$ cat src/rtl/core/spq_pkg.sv
// Shared types and codes for the stable priority ready queue.
package spq_pkg;

  localparam logic KIND_INSERT = 1'b0;
  localparam logic KIND_REMOVE = 1'b1;

  localparam int TASK_W = 8;
  localparam int PRIO_IN_W = 8;

  typedef enum logic [1:0] {
    ST_OK    = 2'd0,
    ST_FULL  = 2'd1,
    ST_EMPTY = 2'd2
  } status_t;

  typedef enum logic [2:0] {
    S_IDLE,
    S_INS_RD,
    S_INS_CMP,
    S_INS_LAST,
    S_RM_RD,
    S_RM_CMP,
    S_DONE
  } seq_state_t;

  typedef struct packed {
    logic [TASK_W-1:0] task_id;
    status_t           status;
  } result_t;

endpackage

$ cat src/rtl/core/spq_ram.sv
// Generic single-write, single-read RAM with registered read data.
module spq_ram #(
  parameter int WIDTH = 16,
  parameter int DEPTH = 16
) (
  input  logic                     clk,
  input  logic                     we,
  input  logic [$clog2(DEPTH)-1:0] waddr,
  input  logic [WIDTH-1:0]         wdata,
  input  logic                     re,
  input  logic [$clog2(DEPTH)-1:0] raddr,
  output logic [WIDTH-1:0]         rdata
);

  logic [WIDTH-1:0] mem [DEPTH];

  always_ff @(posedge clk) begin
    if (we) begin
      mem[waddr] <= wdata;
    end
    if (re) begin
      rdata <= mem[raddr];
    end
  end

endmodule

$ cat src/rtl/core/spq_seq.sv
// Sequencer that inserts and removes queue entries one slot move at a time.
module spq_seq #(
  parameter int DEPTH  = 16,
  parameter int PRIO_W = 8,
  localparam int AW    = $clog2(DEPTH),
  localparam int CW    = $clog2(DEPTH + 1),
  localparam int WORD_W = spq_pkg::TASK_W + PRIO_W
) (
  input  logic                           clk,
  input  logic                           rst,
  input  logic                           in_valid,
  output logic                           in_ready,
  input  logic                           kind,
  input  logic [spq_pkg::TASK_W-1:0]     task_id,
  input  logic [spq_pkg::PRIO_IN_W-1:0]  task_priority,
  output logic                           res_valid,
  input  logic                           res_ready,
  output spq_pkg::result_t               res,
  output logic [CW-1:0]                  res_occ,
  output logic                           we,
  output logic [AW-1:0]                  waddr,
  output logic [WORD_W-1:0]              wdata,
  output logic                           re,
  output logic [AW-1:0]                  raddr,
  input  logic [WORD_W-1:0]              rdata
);

  spq_pkg::seq_state_t state, state_next;

  logic [CW-1:0]              cnt;
  logic [AW-1:0]              ptr;
  logic                       op_kind;
  logic [spq_pkg::TASK_W-1:0] new_task;
  logic [PRIO_W-1:0]          new_prio;
  spq_pkg::result_t           result;

  logic                       accept;
  logic                       full;
  logic                       empty;
  logic [PRIO_W-1:0]          prio_in;
  logic [spq_pkg::PRIO_IN_W+15:0] prio_wide;
  logic [spq_pkg::TASK_W-1:0] rd_task;
  logic [PRIO_W-1:0]          rd_prio;
  logic                       stop_here;
  logic                       rm_last;

  assign accept    = in_valid && in_ready;
  assign full      = (cnt == CW'(DEPTH));
  assign empty     = (cnt == '0);
  // Priority bits above PRIO_W are dropped; narrower inputs are zero-extended.
  assign prio_wide = {16'b0, task_priority};
  assign prio_in   = prio_wide[PRIO_W-1:0];
  assign rd_task   = rdata[WORD_W-1:PRIO_W];
  assign rd_prio   = rdata[PRIO_W-1:0];
  // The new task goes right behind the first entry, seen from the tail, that is not lower.
  assign stop_here = (rd_prio >= new_prio);
  assign rm_last   = ((CW'(ptr) + CW'(1)) == cnt);

  always_comb begin
    state_next = state;
    unique case (state)
      spq_pkg::S_IDLE: begin
        if (in_valid) begin
          if (kind == spq_pkg::KIND_INSERT) begin
            if (full) begin
              state_next = spq_pkg::S_DONE;
            end else if (empty) begin
              state_next = spq_pkg::S_INS_LAST;
            end else begin
              state_next = spq_pkg::S_INS_RD;
            end
          end else begin
            state_next = empty ? spq_pkg::S_DONE : spq_pkg::S_RM_RD;
          end
        end
      end
      spq_pkg::S_INS_RD: state_next = spq_pkg::S_INS_CMP;
      spq_pkg::S_INS_CMP: begin
        if (stop_here) begin
          state_next = spq_pkg::S_DONE;
        end else if (ptr == '0) begin
          state_next = spq_pkg::S_INS_LAST;
        end else begin
          state_next = spq_pkg::S_INS_RD;
        end
      end
      spq_pkg::S_INS_LAST: state_next = spq_pkg::S_DONE;
      spq_pkg::S_RM_RD:    state_next = spq_pkg::S_RM_CMP;
      spq_pkg::S_RM_CMP:   state_next = rm_last ? spq_pkg::S_DONE : spq_pkg::S_RM_RD;
      spq_pkg::S_DONE:     state_next = res_ready ? spq_pkg::S_IDLE : spq_pkg::S_DONE;
      default:             state_next = spq_pkg::S_IDLE;
    endcase
  end

  always_comb begin
    in_ready  = 1'b0;
    res_valid = 1'b0;
    we        = 1'b0;
    waddr     = ptr + AW'(1);
    wdata     = {new_task, new_prio};
    re        = 1'b0;
    raddr     = ptr;
    unique case (state)
      spq_pkg::S_IDLE: in_ready = 1'b1;
      spq_pkg::S_INS_RD: re = 1'b1;
      spq_pkg::S_INS_CMP: begin
        we    = 1'b1;
        wdata = stop_here ? {new_task, new_prio} : rdata;
      end
      spq_pkg::S_INS_LAST: begin
        we    = 1'b1;
        waddr = '0;
      end
      spq_pkg::S_RM_RD: re = 1'b1;
      spq_pkg::S_RM_CMP: begin
        we    = (ptr != '0);
        waddr = ptr - AW'(1);
        wdata = rdata;
      end
      spq_pkg::S_DONE: res_valid = 1'b1;
      default: ;
    endcase
  end

  always_ff @(posedge clk) begin
    if (rst) begin
      state <= spq_pkg::S_IDLE;
      cnt   <= '0;
    end else begin
      state <= state_next;
      if ((state == spq_pkg::S_INS_CMP && stop_here) || state == spq_pkg::S_INS_LAST) begin
        cnt <= cnt + CW'(1);
      end else if (state == spq_pkg::S_RM_CMP && rm_last) begin
        cnt <= cnt - CW'(1);
      end
    end
  end

  always_ff @(posedge clk) begin
    if (accept) begin
      op_kind        <= kind;
      new_task       <= task_id;
      new_prio       <= prio_in;
      result.task_id <= '0;
      ptr            <= (kind == spq_pkg::KIND_INSERT) ? AW'(cnt - CW'(1)) : '0;
      if (kind == spq_pkg::KIND_INSERT && full) begin
        result.status <= spq_pkg::ST_FULL;
      end else if (kind == spq_pkg::KIND_REMOVE && empty) begin
        result.status <= spq_pkg::ST_EMPTY;
      end else begin
        result.status <= spq_pkg::ST_OK;
      end
    end else if (state == spq_pkg::S_INS_CMP && !stop_here) begin
      ptr <= ptr - AW'(1);
    end else if (state == spq_pkg::S_RM_CMP) begin
      if (ptr == '0) begin
        result.task_id <= rd_task;
      end
      ptr <= ptr + AW'(1);
    end
  end

  assign res     = result;
  assign res_occ = cnt;

  assert property (@(posedge clk) disable iff (rst) cnt <= CW'(DEPTH))
    else $error("Queue count exceeds depth.");
  assert property (@(posedge clk) disable iff (rst)
    (state == spq_pkg::S_INS_CMP || state == spq_pkg::S_RM_CMP) |-> (CW'(ptr) < cnt))
    else $error("Scan pointer beyond stored entries.");
  assert property (@(posedge clk) disable iff (rst)
    (res_valid && result.status == spq_pkg::ST_FULL) |-> (cnt == CW'(DEPTH)))
    else $error("Full status with room left.");
  assert property (@(posedge clk) disable iff (rst)
    (res_valid && result.status == spq_pkg::ST_EMPTY) |-> (cnt == '0 && result.task_id == '0))
    else $error("Empty status with entries stored.");
  assert property (@(posedge clk) disable iff (rst)
    (res_valid && op_kind == spq_pkg::KIND_INSERT) |-> (result.task_id == '0))
    else $error("Insert result carries a task.");

endmodule

$ cat src/rtl/core/stable_priority_ready_queue_core.sv
// Insert scans from the tail, shifting each lower-priority entry back one slot.
// Remove returns the head entry; every entry behind it moves up one slot.
// A full or empty refusal skips the scan and goes straight to the result.
// One item at a time: input is ready again in the cycle after the result reaches the
// output register; the slot RAM read port and the priority compare set the pace.
// Reset empties the queue through the fill count; slot contents are not cleared.
module stable_priority_ready_queue_core #(
  parameter int QUEUE_DEPTH   = 16,
  parameter int PRIORITY_BITS = 8,
  localparam int OCC_W = $clog2(QUEUE_DEPTH + 1),
  localparam int AW    = $clog2(QUEUE_DEPTH),
  localparam int WORD_W = spq_pkg::TASK_W + PRIORITY_BITS
) (
  input  logic                          clk,
  input  logic                          rst,
  input  logic                          in_valid,
  output logic                          in_ready,
  input  logic                          kind,
  input  logic [spq_pkg::TASK_W-1:0]    task_id,
  input  logic [spq_pkg::PRIO_IN_W-1:0] task_priority,
  output logic                          out_valid,
  input  logic                          out_ready,
  output logic [spq_pkg::TASK_W-1:0]    out_task,
  output logic [1:0]                    status,
  output logic [OCC_W-1:0]              occupancy
);

  logic             res_valid;
  logic             res_ready;
  spq_pkg::result_t res;
  logic [OCC_W-1:0] res_occ;
  logic             we;
  logic [AW-1:0]    waddr;
  logic [WORD_W-1:0] wdata;
  logic             re;
  logic [AW-1:0]    raddr;
  logic [WORD_W-1:0] rdata;
  logic             out_valid_next;

  spq_seq #(
    .DEPTH  (QUEUE_DEPTH),
    .PRIO_W (PRIORITY_BITS)
  ) u_seq (
    .clk           (clk),
    .rst           (rst),
    .in_valid      (in_valid),
    .in_ready      (in_ready),
    .kind          (kind),
    .task_id       (task_id),
    .task_priority (task_priority),
    .res_valid     (res_valid),
    .res_ready     (res_ready),
    .res           (res),
    .res_occ       (res_occ),
    .we            (we),
    .waddr         (waddr),
    .wdata         (wdata),
    .re            (re),
    .raddr         (raddr),
    .rdata         (rdata)
  );

  spq_ram #(
    .WIDTH (WORD_W),
    .DEPTH (QUEUE_DEPTH)
  ) u_slots (
    .clk   (clk),
    .we    (we),
    .waddr (waddr),
    .wdata (wdata),
    .re    (re),
    .raddr (raddr),
    .rdata (rdata)
  );

  // The output register frees the sequencer as soon as a result is parked here.
  assign res_ready = !out_valid || out_ready;

  always_comb begin
    out_valid_next = out_valid;
    if (res_valid && res_ready) begin
      out_valid_next = 1'b1;
    end else if (out_ready) begin
      out_valid_next = 1'b0;
    end
  end

  always_ff @(posedge clk) begin
    if (rst) begin
      out_valid <= 1'b0;
    end else begin
      out_valid <= out_valid_next;
    end
  end

  always_ff @(posedge clk) begin
    if (res_valid && res_ready) begin
      out_task  <= res.task_id;
      status    <= res.status;
      occupancy <= res_occ;
    end
  end

endmodule
$ cat config.mk
export PLATFORM = sky130hd
export DESIGN_NAME = stable_priority_ready_queue_core
export DESIGN_NICKNAME = d
export VERILOG_FILES = /design/src/rtl/core/spq_pkg.sv /design/src/rtl/core/spq_ram.sv /design/src/rtl/core/spq_seq.sv /design/src/rtl/core/stable_priority_ready_queue_core.sv
export SDC_FILE = /design/constraint.sdc
export NUM_CORES = 1
export LEC_CHECK = 0
export BUFFER_PORTS_ARGS = -buffer_cell sky130_fd_sc_hd__buf_2
export CORE_AREA = 4 4 184 186
export CTS_CLUSTER_SIZE = 12
export DETAILED_ROUTE_END_ITERATION = 12
export DIE_AREA = 0 0 188 190
export PLACE_DENSITY_LB_ADDON = 0.25
export SLEW_MARGIN = 20
export SYNTH_ARGS = -nofsm -noshare
export SYNTH_HDL_FRONTEND = slang
export SYNTH_SLANG_ARGS = --single-unit
$ cat constraint.sdc
create_clock -name clk -period 4.95 [get_ports clk]
set_input_delay 0.2475 -clock clk [delete_from_list [all_inputs] [get_ports clk]]
set_output_delay 0.2475 -clock clk [all_outputs]
set_load 0.05 [all_outputs]
======== Word-level counts from Yosys, hierarchy flattened ========
Memory sizes are Yosys's and may differ from the RTL's. A register that Yosys moved wholly into a read port is not among the register bits.
Cells that the tools add are included.
storage, ports and cells
  register bits ........................... 54
  memory bits (writable) .................. 256
  bits of input ports ..................... 21
  output and inout port bits .............. 17
  logic and storage cells ................. 78
  memories kept ........................... 1
operators by class
  $add $sub $neg .......................... 5
  $lt $le $gt $ge ......................... 1
  eq/ne operators ......................... 9
  muxes and demuxes ....................... 28
  bitwise gates (word level) .............. 2
  reduce and logical (&&, ||, !) cells .... 21
memory list
  memory       words  bits a word  rd ports  clocked after Yosys merged registers in  wr ports  line           text
  u_slots.mem  16     16           1         1                                        1         spq_ram.sv:15  logic [WIDTH-1:0] mem [DEPTH];
operators with widths
  operator             number
  $pmux 16 s2          1
  $pmux 3 s7           1
  $mux 16              1
  $mux 4               4
  $mux 3               5
  $mux 2               5
  $mux 5               2
  $eq 3x3->1 const B   3
  $ge 8x8->1           1
  $pmux 4 s2           1
  $logic_and 1x1->1    7
  $mux 1               7
  $eq 3x2->1 const B   2
  $add 4x1->5 const B  1
  $add 5x1->5 const B  1
  $eq 5x5->1           1
  $eq 5x5->1 const B   1
  $logic_not 5->1      1
  $sub 5x1->5 const B  1
  $add 4x1->4 const B  1
  $logic_not 4->1      1
  $reduce_bool 2->1    2
  $reduce_bool 4->1    1
  $reduce_or 2->1      2
  10 further kinds     13

======== Logic depth before layout (Yosys ltp) ========
Gate-level depths: netlist of run 1.
  word-level depth ........................ 6
  depth in mapped cells ................... 10
  depth with buffers taken out ............ 8

======== Modules after synthesis ========
From an unflattened synthesis of run 1, not the netlist that was laid out.
second synthesis, totals
  cell total of the unflattened synthesis .. 718
  area total of the unflattened synthesis .. 13142.6 um^2
modules (own cells, without submodules)
  module                            times used  cells each  area an instance (um^2)  sequential area each (um^2)
  spq_ram                           1           432         10202.3                  8167.8
  spq_seq                           1           266         2434.8                   980.9
  stable_priority_ready_queue_core  1           20          505.5                    470.5

======== Worst setup path after synthesis of run 1 ========
No wires, ideal clock.
  kind .................................... flip-flop to flip-flop
  from .................................... register u_seq.state[1]
  to ...................................... register u_seq.ptr[0], in the netlist u_seq.raddr[0] (data pin)
  library setup time ...................... 0.272 ns
  arrival time ............................ 2.639 ns
  data required time ...................... 4.678 ns
  setup slack ............................. 2.039 ns
  cell stages (with the launch flop) ...... 8
  path buffers ............................ 3
  period minus slack after synthesis ...... 2.911 ns
  cells stage by stage .................... dfxtp_1 -> buf_4 -> clkbuf_1 -> nor3_1 -> nand2_1 -> inv_1 -> buf_2 -> o21ai_0
between the ends
  word-level cells in the longest chain between the ends .. 4
  elaborated cells on any way between the ends .. 7
  classes of those cells .................. 1 x eq/ne; 3 x mux; 3 x reduce/logical
RTL lines
  what                    line                                    text
  from (decl)             spq_seq.sv:28                           spq_pkg::seq_state_t state, state_next;
  from (signal assigned)  spq_seq.sv:127                          state <= spq_pkg::S_IDLE;
  from (signal assigned)  spq_seq.sv:130                          state <= state_next;
  $logic_not 3->1         spq_seq.sv:103                          unique case (state)
  $mux 1                  spq_seq.sv:103
  named net in_ready      stable_priority_ready_queue_core.sv:17  output logic in_ready,
  $logic_and 1x1->1       spq_seq.sv:47                           assign accept = in_valid && in_ready;
  named net u_seq.accept  spq_seq.sv:37                           logic accept;
  $mux 4                  spq_seq.sv:140                          if (accept) begin
  to (signal assigned)    spq_seq.sv:145                          ptr <= (kind == spq_pkg::KIND_INSERT) ? AW'(cnt - CW'(1)) : '0;
  to (signal assigned)    spq_seq.sv:154                          ptr <= ptr - AW'(1);
  to (signal assigned)    spq_seq.sv:159                          ptr <= ptr + AW'(1);
  to (decl)               spq_seq.sv:31                           logic [AW-1:0] ptr;
The timed path passes the listed nets, and every way through them passes these cells.
A chain may end at the register's enable or synchronous reset.

======== Worst setup path after layout of run 1 ========
  from .................................... register u_seq.ptr[1], in the netlist u_seq.raddr[1]
  to ...................................... memory u_slots.mem[4][0], enable pin
between the ends
  word-level cells in the longest chain between the ends .. 4
  elaborated cells on any way between the ends .. 7
  classes of those cells .................. 2 x add/sub; 4 x mux; 1 x reduce/logical
RTL lines
  what                                                 line
  branches (longest 4 deep; another with $add 4x1->4)  n/a
  to (decl)                                            spq_ram.sv:15
Parallel ways; which one is timed is not known.

==> results of run 1 <==
==> kinds of logic (layout without fill, tap and decap cells) <==
kind of cell / count (synthesis) / after routing / synth area share (%)
flops: 326 / 326 / 73.3
simple gates: 131 / 131 / 4.72
mux: 92 / 92 / 14.7
compound gates: 69 / 69 / 3.45
buf+inv: 53 / 170 / 1.79
xor+xnor: 13 / 13 / 0.868
fa+ha+maj: 12 / 12 / 1.14
==> power groups by stage <==
stage	Clock, mW	Combinational (mW)	Sequential (mW)
finish	2.48	2.85	4.07
global route	2.66	3.10	4.11
CTS	2.54	2.87	4.08
detailed placement	0	2.85	4.13
global placement	0	2.79	4.11
floorplan	0	2.08	4.01
==> worst max-delay path by stage <==
stage	end	slack [ns]	depth (start not counted)	start
2_1_floorplan	u_seq.raddr[0]	2.04	7	u_seq.state[1]
4_1_cts	u_slots.mem[3][0]	1.41	8	u_seq.raddr[1]
3_5_place_dp	u_slots.mem[10][5]	1.43	8	u_slots.rdata[0]
3_3_place_gp	u_slots.mem[3][0]	1.46	8	u_seq.raddr[1]
6_report	u_slots.mem[4][0]	1.48	8	u_seq.raddr[1]
5_1_grt	u_slots.mem[3][0]	1.26	8	u_seq.raddr[1]
==> final cells by class <==
class / count / area, sq um
clock buffers: 46 / 938
clock inverters: 15 / 155
fillers: 2704 / 17000
inverters: 16 / 60.1
multi-input cells: 317 / 3270
flip-flops and latches: 326 / 9620
well taps: 442 / 553
repair buffers: 93 / 683
==> per-stage QoR <==
stage	cell area, sq um	hold WS, ns	std cells	utilization (%)	setup slack (ns)
global route	15300	0.0519	1255	47.3	1.26
floorplan	13100	0.346	696	-	2.04
global placement	14000	0.413	1176	43.4	1.46
CTS	15300	0.00887	1253	47.3	1.41
finish	15300	0.0327	1255	47.3	1.48
detailed placement	14000	0.422	1176	43.4	1.43
==> sequential cells by signal, summed over array words and instances (netlist names) <==
register and cells:
u_slots.rdata 16, out_task 8, status 2, out_valid 1, u_slots.mem 256, u_seq.new_prio 8, u_seq.raddr 4, u_seq.res 10
u_seq.res_occ 5, u_seq.state 3, u_seq.new_task 8, occupancy 5
==> routing by layer <==
metal	share of wire (%)	vias to the layer above
li1	-	2974
met2	48	208
met3	5.2	41
met4	2.2	0
met5	0	-
met1	45	3495
==> layout by cell type, fill, tap and decap left out, drive strengths merged, types with 3 or more instances in the layout <==
master       count
a21oi           13
buf             76
clkbuf          47
clkinv          10
dfxtp           17
dlygate4sd3     16
edfxtp         309
ha              12
inv             18
mux2i           10
mux4            80
nand2           50
nand2b           7
nand3b           3
nor2            36
nor2b            5
nor3             9
o21a             3
o21ai           29
o22ai            3
or3              6
xnor2            9
xor2             4
==> repair_timing <==
action,CTS,global route
endpoints found under the hold margin,16,0
hold buffers,16,0
resized for setup,0,0
==> worst max-delay path: cells and delay by family (launching register included) <==
kind	cells	cell delay, ns
AND/OR/NAND/NOR	4	1.23
buffers and inverters	2	1.03
AO/OA/AOI/OAI	2	0.45
flip-flops	1	0.44
==> reports/results.md, run 1 <==
### Run status
• status: complete, no violations

### Layout
• antenna diode count: 0
• Total Nets Final: 823
• fraction of layout cells with a size suffix above 1: 26.3%
• area grow syn2layout: 16.5%

### Timing
• RSZ-0062 raised after global routing: false
• share of the clock period used by the worst path after layout: 70.1%
• slew of the pin with the lowest slew margin: 1.03 ns
• Period minus WS final: 3.47 ns
• Worst Clk Skew: 0.0198 ns
• final setup TNS: 0 ns
• Slew HR: 30.5%
• final setup vio count: 0
• f_max: 288 MHz
• count of final hold-check violations: 0
• Final Max Tran Viols: 0

### Min path
• Worst Hold Class: input pin to flop
• launch instance of the worst min-delay path: rst
• hold endpoint: u_seq.res_occ[1]
• number of cells on the worst hold path: 2

### Setup path
• crit path kind: flop to flop
• Crit. End Element: flop
• kind of start point of the critical path: flop
• origin of the critical flop-to-flop path: u_seq.raddr[1]
• crit path cell chain: buf_4 -> nand2_1 -> a32o_1 -> nand2_1 -> o211ai_1 -> nand2b_1 -> nor2_1 -> buf_4
• critical path fanouts, max: 52
• worst r2r dst: u_slots.mem[4][0]
• register-to-register setup slack: 1.48 ns
• cell with the biggest individual delay on the critical path: sky130_fd_sc_hd__nor2_1
• delay contributed by the slowest stage of the critical path: 0.81 ns
• Req. time, crit path: 5.16 ns
• r2r worst-path depth: 8
• critical path arrival: 3.67 ns

### Die
• Die Width: 188 microns
• height of the die: 190 microns
• Core Box Area: 32300 sq um
• Ports: 38
• num rows: 66
• starting density of the core: 40.6%
• die area: 35700 sq um

### Global routing
• M1 GR Usage: 23.5%
• layer with the highest usage after global routing: met2
• maximum number of pins on one net before global-route repair: 53
• GR Layer Usage met3: 2.72%
• first-pass GRT wire length: 44000 microns
• initial antenna violation count: 0
• remaining global-route overflow: 0
• met2 Use GR: 26.7%
• vias in the first global route: 6904
• total routing resource utilization after global routing: 16.5%

### Route
• vias post-DR: 6718
• wire length per cell: 23.3 microns
• remaining antenna violation count: 0
• total wire length: 29300 microns
• count of TritonRoute iterations in the first routing pass: 4
• Initial DRC Count: 698
• vias per cell: 5.35
• DRC: 0

### Clock network
• number of setup buffers added after CTS: 0
• CTS Root Cell: sky130_fd_sc_hd__clkbuf_16
• clock transition at the registers of the reported paths: 0.06 ns
• maximum level of the CTS H-tree: 2
• clock latency reported for the late side of the worst-skew pair: 0.52 ns
• clock buffers created by TritonCTS: 36
• TritonCTS clock tree: built
• total clock sinks: 326
• deepest clock path buffer count: 3

### Power
• fraction of power spent switching nets: 31.4%
• Leakage: 5.11 nW
• Tot Pwr: 9.41 mW
• power density normalized to cell area: 616 nW/um^2
• clock network fraction of total power: 26.4%
• share of total power in combinational logic: 30.3%
• proportion of power drawn by flip-flops and latches: 43.3%
• largest voltage drop on the vdd net: 0.332 mV
• internal portion of total power: 6.46 mW
• Net Switching: 2.95 mW

### Place
• input/output buffers: 37
• detailed placement HPWL: 17500 microns
• Final Wtd Congestion: 0.805

### Synth
• number of library cell types mapped by synthesis: 55
• most used flip-flop cell after synthesis: sky130_fd_sc_hd__edfxtp_1
• top-area cell type share of the netlist area: 70.7%
• top area cells in the synthesized netlist: sky130_fd_sc_hd__edfxtp_1, sky130_fd_sc_hd__mux4_2, sky130_fd_sc_hd__dfxtp_1
• proportion of register bits with asynchronous set or reset after synthesis: 0%
• Syn Nets: 729
• number of flip-flops and latches in the synthesized netlist: 326
• cell taking the most area after synthesis: sky130_fd_sc_hd__edfxtp_1
• most numerous cell types in the synthesized netlist: sky130_fd_sc_hd__edfxtp_1, sky130_fd_sc_hd__mux4_2, sky130_fd_sc_hd__nand2_1
• average instance area after synthesis: 18.8 sq um
• number of synthesized flops with an enable pin: 309
• number of warning messages in the yosys log: 0
• cell area after technology mapping: 13100 sq um
• cell with the most instances after synthesis: sky130_fd_sc_hd__edfxtp_1
• Seq/Total Area, Yosys: 73.3%
• cells after synthesis: 696

### Run
• reported max-cap violation count: 0

Note: power is estimated with default switching activity, not from simulation.
==> inputs of run 2 (changes only) <==
==> constraint.sdc (replaced) <==
create_clock -name clk -period 3.2 [get_ports clk]
set_input_delay 0.16 -clock clk [delete_from_list [all_inputs] [get_ports clk]]
set_output_delay 0.16 -clock clk [all_outputs]
set_load 0.05 [all_outputs]
==> run 2 against run 1 <==
Cell area grew 0.65%. Total power grew 54%. Register-to-register slack lost 1.2 ns. Critical path type unchanged.
==> reports/results.md, run 2 (synthesis gave the netlist of run 1 again) <==
### Route
• count of TritonRoute iterations in the first routing pass: 7, was 4
• Initial DRC Count: 566, was 698
• DRC: 0, unchanged
• total wire length: 28900 microns, was 29300 microns
• vias per cell: 5.34, was 5.35
• remaining antenna violation count: 0, unchanged
• wire length per cell: 22.6 microns, was 23.3 microns
• vias post-DR: 6830, was 6718

### Setup path
• kind of start point of the critical path: flop, unchanged
• crit path cell chain: inv_1 -> ha_1 -> nor3b_1 -> nand2b_1 -> o22ai_1 -> a21boi_0 -> nor2_1 -> buf_12, was buf_4 -> nand2_1 -> a32o_1 -> nand2_1 -> o211ai_1 -> nand2b_1 -> nor2_1 -> buf_4
• Req. time, crit path: 3.41 ns, was 5.16 ns
• crit path kind: flop to flop, unchanged
• delay contributed by the slowest stage of the critical path: 0.69 ns, was 0.81 ns
• Crit. End Element: flop, unchanged
• critical path arrival: 3.11 ns, was 3.67 ns
• r2r worst-path depth: 8, unchanged
• cell with the biggest individual delay on the critical path: sky130_fd_sc_hd__nor2_1, unchanged
• critical path fanouts, max: 11, was 52

### Timing
• Slew HR: 33.8%, was 30.5%
• Period minus WS final: 2.91 ns, was 3.47 ns
• Final Max Tran Viols: 0, unchanged
• final setup vio count: 0, unchanged
• share of the clock period used by the worst path after layout: 90.8%, was 70.1%
• f_max: 344 MHz, was 288 MHz
• count of final hold-check violations: 0, unchanged
• Worst Clk Skew: 0.0177 ns, was 0.0198 ns
• RSZ-0062 raised after global routing: false, unchanged
• slew of the pin with the lowest slew margin: 0.986 ns, was 1.03 ns

### Layout
• most frequent cells in the layout: sky130_fd_sc_hd__edfxtp_1, sky130_fd_sc_hd__mux4_2, sky130_fd_sc_hd__buf_4, was sky130_fd_sc_hd__edfxtp_1, sky130_fd_sc_hd__mux4_2, sky130_fd_sc_hd__nand2_1
• area grow syn2layout: 17.3%, was 16.5%
• max reg flops: 256, unchanged
• antenna diode count: 0, unchanged
• final standard cell utilization of the core: 47.6%, was 47.3%
• Total Nets Final: 844, was 823
• fraction of layout cells with a size suffix above 1: 27.6%, was 26.3%
• largest register by flop count: u_slots.mem, unchanged
• commonest non-fill, non-tap cell in the layout: sky130_fd_sc_hd__edfxtp_1, unchanged

### Power
• Tot Pwr: 14.5 mW, was 9.41 mW
• power density normalized to cell area: 942 nW/um^2, was 616 nW/um^2
• largest voltage drop on the vdd net: 0.411 mV, was 0.332 mV
• Leakage: 5.20 nW, was 5.11 nW

### Clock network
• CTS Root Cell: sky130_fd_sc_hd__clkbuf_16, unchanged
• clock transition at the registers of the reported paths: 0.06 ns, about the same
• clock buffers created by TritonCTS: 35, was 36
• clock latency reported for the late side of the worst-skew pair: 0.51 ns, was 0.52 ns
• maximum level of the CTS H-tree: 2, unchanged
• total clock sinks: 326, unchanged
• deepest clock path buffer count: 3, unchanged
• TritonCTS clock tree: built, unchanged

### Die
• Core Box Area: 32300 sq um, unchanged
• num rows: 66, unchanged
• height of the die: 190 microns, unchanged
• Ports: 38, unchanged
• Die Width: 188 microns, unchanged
• die area: 35700 sq um, unchanged
• starting density of the core: 40.6%, unchanged

### Global routing
• vias in the first global route: 7035, was 6904
• maximum number of pins on one net before global-route repair: 34, was 53
• remaining global-route overflow: 0, unchanged
• first-pass GRT wire length: 44100 microns, was 44000 microns
• initial antenna violation count: 0, unchanged
• total routing resource utilization after global routing: 16.3%, was 16.5%

### Run
• reported max-cap violation count: 0, unchanged

### Place
• Final Wtd Congestion: 0.817, was 0.805
• detailed placement HPWL: 18000 microns, was 17500 microns
• input/output buffers: 37, unchanged

### Run status
• status: complete, no violations, unchanged

### Min path
• Worst Hold Class: input pin to flop, unchanged
• number of cells on the worst hold path: 3, was 2

==> run 2: changes by cell type in the layout (fill, tap and decap cells not counted), sizes merged <==
cell and delta:
clkinv -2, clkinvlp -1, inv -1, clkbuf +6
dlygate4sd3 +2, buf +21, bufinv -2
==> run 2: layout make-up <==
type,instances,area (sq um)
clock inverter,9,56.3
multi-input combinational,317,3270
inverter,16,60.1
fill,2683,16900
sequential,326,9620
tap,442,553
timing repair buffer,115,841
clock buffer,53,985
==> run 2: critical path: cells and delay by family, from the launching register on <==
family / cells / cell delay (ns)
flip-flops: 1 / 0.56
buffers and inverters: 2 / 0.37
AND/OR/NAND/NOR: 3 / 1.04
AO/OA/AOI/OAI: 2 / 0.38
adder cells (fa/ha/maj): 1 / 0.24
==> run 2: stage by stage <==
step                      setup TNS (ns)  instances  instance area (sq um)  hold WS (ns)  setup WS [ns]
after floorplan                        0        696                  13100         0.259          0.289
final                                  0       1278                  15400        0.0395          0.293
after CTS                              0       1278                  15400       0.00178         0.0230
after detailed placement           -1.84       1198                  14200         0.339         -0.115
after global placement                 0       1198                  14200         0.340          0.141
after global routing                   0       1278                  15400        0.0583         0.0637
==> run 2: what timing repair did <==
action	in CTS	in global routing
setup buffers	0	0
gates resized for setup	1	0
endpoints found under the setup margin	16	0
hold endpoints to repair	20	0
hold buffers	18	0
==> run 2: path summary, 6_finish.rpt <==
check                 start                 to  slack [ns]
max          u_seq.raddr[1]  u_slots.mem[0][4]        0.29
min                in_valid     u_seq.state[2]        0.04
max reg2reg  u_seq.raddr[1]  u_slots.mem[0][4]        0.29
min reg2reg    u_seq.res[1]          status[1]        0.42
==> run 2: per-layer routing <==
metal / share of wire, % / routed length (microns) / global-route usage, % / vias to the layer above
li1: - / - / - / 3008
met1: 44 / 12700 / 22.9 / 3597
met2: 49 / 14300 / 27.0 / 193
met3: 5.0 / 1450 / 2.90 / 32
met4: 1.7 / 498 / 3.56 / 0
met5: 0 / 0 / 0 / -
==> run 2: report_power, final <==
group | leakage, nW | total, mW | switching [mW] | internal, mW
Clock | 0.507 | 3.65 | 1.52 | 2.13
Combinational | 1.75 | 4.61 | 2.67 | 1.94
Sequential | 2.95 | 6.23 | 0.320 | 5.91
==> inputs of run 3 (changes only) <==
--- a/config.mk
+++ b/config.mk
@@ -11,6 +11,7 @@
 export DETAILED_ROUTE_END_ITERATION = 12
 export DIE_AREA = 0 0 188 190
 export PLACE_DENSITY_LB_ADDON = 0.25
+export RECOVER_POWER = 50
 export SLEW_MARGIN = 20
 export SYNTH_ARGS = -nofsm -noshare
 export SYNTH_HDL_FRONTEND = slang
==> run 3 against run 2 <==
Core utilization down 0.45 points. Fmax down 3.5%. Setup slack worse by 0.10 ns. Sequential power about the same. Final cell count unchanged. Worst hold slack worse by 0.0012 ns. Routed wire length about the same. Clock skew down 0.00052 ns. Non-clock buffer count unchanged. Critical path type unchanged. Critical endpoint is now u_seq.res_occ[4]. Largest cell class unchanged.
==> reports/results.md, run 3 (synthesis gave the netlist of run 1 again) <==
### Layout
• final standard cell utilization of the core: 47.2%, was 47.6%
• most frequent cells in the layout: sky130_fd_sc_hd__edfxtp_1, sky130_fd_sc_hd__mux4_2, sky130_fd_sc_hd__clkbuf_1, was sky130_fd_sc_hd__edfxtp_1, sky130_fd_sc_hd__mux4_2, sky130_fd_sc_hd__buf_4
• largest register by flop count: u_slots.mem, unchanged
• register area: 9620 sq um, unchanged
• fraction of layout cells with a size suffix above 1: 21.1%, was 27.6%
• area grow syn2layout: 16.2%, was 17.3%
• area of the multi-input gates: 3250 sq um, was 3270 sq um
• antenna diode count: 0, unchanged
• commonest non-fill, non-tap cell in the layout: sky130_fd_sc_hd__edfxtp_1, unchanged
• Total Nets Final: 844, unchanged
• max reg flops: 256, unchanged
• fillers: 2737, was 2683

### Clock network
• clock buffers created by TritonCTS: 35, unchanged
• clock transition at the registers of the reported paths: 0.06 ns, about the same
• number of setup buffers added after CTS: 0, unchanged
• maximum level of the CTS H-tree: 2, unchanged
• clock latency reported for the late side of the worst-skew pair: 0.51 ns, about the same
• CTS Root Cell: sky130_fd_sc_hd__clkbuf_16, unchanged
• total clock sinks: 326, unchanged
• deepest clock path buffer count: 3, unchanged
• TritonCTS clock tree: built, unchanged

### Setup path
• crit path kind: flop to flop, unchanged
• delay contributed by the slowest stage of the critical path: 0.76 ns, was 0.69 ns
• kind of start point of the critical path: flop, unchanged
• critical path fanouts, max: 6, was 11
• crit path cell chain: ha_1 -> o21ai_0 -> a211o_1 -> o21ai_0 -> o21ai_0 -> o2bb2ai_1 -> mux2_2, was inv_1 -> ha_1 -> nor3b_1 -> nand2b_1 -> o22ai_1 -> a21boi_0 -> nor2_1 -> buf_12
• cell with the biggest individual delay on the critical path: sky130_fd_sc_hd__o21ai_0, was sky130_fd_sc_hd__nor2_1
• Crit. End Element: flop, unchanged
• origin of the critical flop-to-flop path: u_slots.rdata[3], was u_seq.raddr[1]
• startpoint of the most critical setup path: u_slots.rdata[3], was u_seq.raddr[1]
• Req. time, crit path: 3.59 ns, was 3.41 ns
• Buf/Inv on CP: 0, was 2
• critical path arrival: 3.40 ns, was 3.11 ns
• Critical Path Most Common Cell: sky130_fd_sc_hd__o21ai_0
• Top Family by Delay on Critical Path: compound AO/OA/AOI/OAI gates, was simple AND/OR/NAND/NOR gates

### Route
• Initial DRC Count: 570, was 566
• count of TritonRoute iterations in the first routing pass: 5, was 7
• vias post-DR: 6854, was 6830
• DRC: 0, unchanged
• remaining antenna violation count: 0, unchanged
• uppermost layer routed: met4, unchanged
• wire length per cell: 22.6 microns, about the same
• total wire length: 28900 microns, about the same
• total length of routed met2 wires: 14300 microns, about the same
• vias per cell: 5.36, was 5.34
• detailed-routing wirelength on met1: 12600 microns, was 12700 microns
• met3 wirelength from detailed routing: 1500 microns, was 1450 microns

### Die
• height of the die: 190 microns, unchanged
• num rows: 66, unchanged
• Die Width: 188 microns, unchanged
• starting density of the core: 40.6%, unchanged
• Core Box Area: 32300 sq um, unchanged
• Ports: 38, unchanged
• die area: 35700 sq um, unchanged

### Power
• Net Switching: 4.51 mW, about the same
• clock network fraction of total power: 25.4%, was 25.2%
• largest voltage drop on the vdd net: 0.411 mV, about the same
• share of total power in combinational logic: 31.2%, was 31.8%
• internal portion of total power: 9.88 mW, was 9.98 mW
• power density normalized to cell area: 944 nW/um^2, was 942 nW/um^2
• fraction of power spent switching nets: 31.3%, was 31.1%
• Leakage: 5.02 nW, was 5.20 nW
• proportion of power drawn by flip-flops and latches: 43.4%, was 43.0%

### Min path
• Worst Hold Class: input pin to flop, unchanged
• launch instance of the worst min-delay path: in_valid, unchanged

### Timing
• RSZ-0062 raised after global routing: false, unchanged
• count of final hold-check violations: 0, unchanged
• final setup vio count: 0, unchanged
• final setup TNS: 0 ns, unchanged
• Period minus WS final: 3.01 ns, was 2.91 ns
• slew of the pin with the lowest slew margin: 1.05 ns, was 0.986 ns
• f_max: 332 MHz, was 344 MHz
• Worst Clk Skew: 0.0172 ns, was 0.0177 ns
• Slew HR: 30.1%, was 33.8%
• share of the clock period used by the worst path after layout: 94.1%, was 90.8%
• Final Max Tran Viols: 0, unchanged

### Global routing
• maximum number of pins on one net before global-route repair: 34, unchanged
• first-pass GRT wire length: 44100 microns, unchanged
• initial antenna violation count: 0, unchanged
• remaining global-route overflow: 0, unchanged
• total routing resource utilization after global routing: 16.3%, unchanged
• vias in the first global route: 7035, unchanged

### Run
• reported max-cap violation count: 0, unchanged

### Place
• input/output buffers: 37, unchanged
• detailed placement HPWL: 18000 microns, unchanged
• Final Wtd Congestion: 0.817, unchanged

### Run status
• status: complete, no violations, unchanged

[run 3: timing repair]
action	CTS	global route
resized for setup	1	0
hold buffers	18	0
setup endpoints to repair	16	0
hold endpoints to repair	20	0
[run 3: through the flow]
stage / total power, mW / std cells / hold slack, ns / setup WS [ns] / instance area (sq um)
2_1_floorplan: 9.41 / 696 / 0.259 / 0.289 / 13100
3_3_place_gp: 10.8 / 1198 / 0.340 / 0.141 / 14200
3_5_place_dp: 11.0 / 1198 / 0.339 / -0.115 / 14200
4_1_cts: 14.7 / 1278 / 0.00178 / 0.0230 / 15400
5_1_grt: 15.2 / 1278 / 0.0601 / 0.0618 / 15200
6_report: 14.4 / 1278 / 0.0383 / 0.188 / 15200
[run 3: area by class of cell]
cell class / count / area share (%)
inverter: 16 / 0.394
clock inverter: 9 / 0.369
multi-input combinational: 317 / 21.3
timing repair buffer: 115 / 4.69
clock buffer: 53 / 6.46
sequential: 326 / 63.1
tap: 442 / 3.63
[run 3: power by group through the flow]
| stage | Clock (mW) | Sequential [mW] | Combinational [mW] |
|---|---|---|---|
| after floorplan | 0 | 6.20 | 3.21 |
| after global placement | 0 | 6.28 | 4.54 |
| after detailed placement | 0 | 6.31 | 4.65 |
| after CTS | 3.76 | 6.23 | 4.70 |
| after global routing | 3.95 | 6.30 | 4.91 |
| final | 3.65 | 6.25 | 4.49 |
[run 3: worst paths after layout]
path	slack, ns	depth (start not counted)	endpoint
max reg2reg	0.19	7	u_seq.res_occ[4]
min	0.04	3	u_seq.state[2]
max	0.19	7	u_seq.res_occ[4]
min reg2reg	0.42	0	status[1]
[run 3: worst reg2reg max path: stages, from the launching register on]
cell	delay, ns
sky130_fd_sc_hd__edfxtp_1	0.39
sky130_fd_sc_hd__ha_1	0.30
sky130_fd_sc_hd__o21ai_0	0.08
sky130_fd_sc_hd__a211o_1	0.31
sky130_fd_sc_hd__o21ai_0	0.76
sky130_fd_sc_hd__o21ai_0	0.43
sky130_fd_sc_hd__o2bb2ai_1	0.26
sky130_fd_sc_hd__mux2_2	0.35
[run 3: routing by layer]
layer / up-vias / track usage, %
li1: 3013 / -
met1: 3593 / 22.9
met2: 207 / 27.0
met3: 41 / 2.90
met4: 0 / 3.56
met5: - / 0
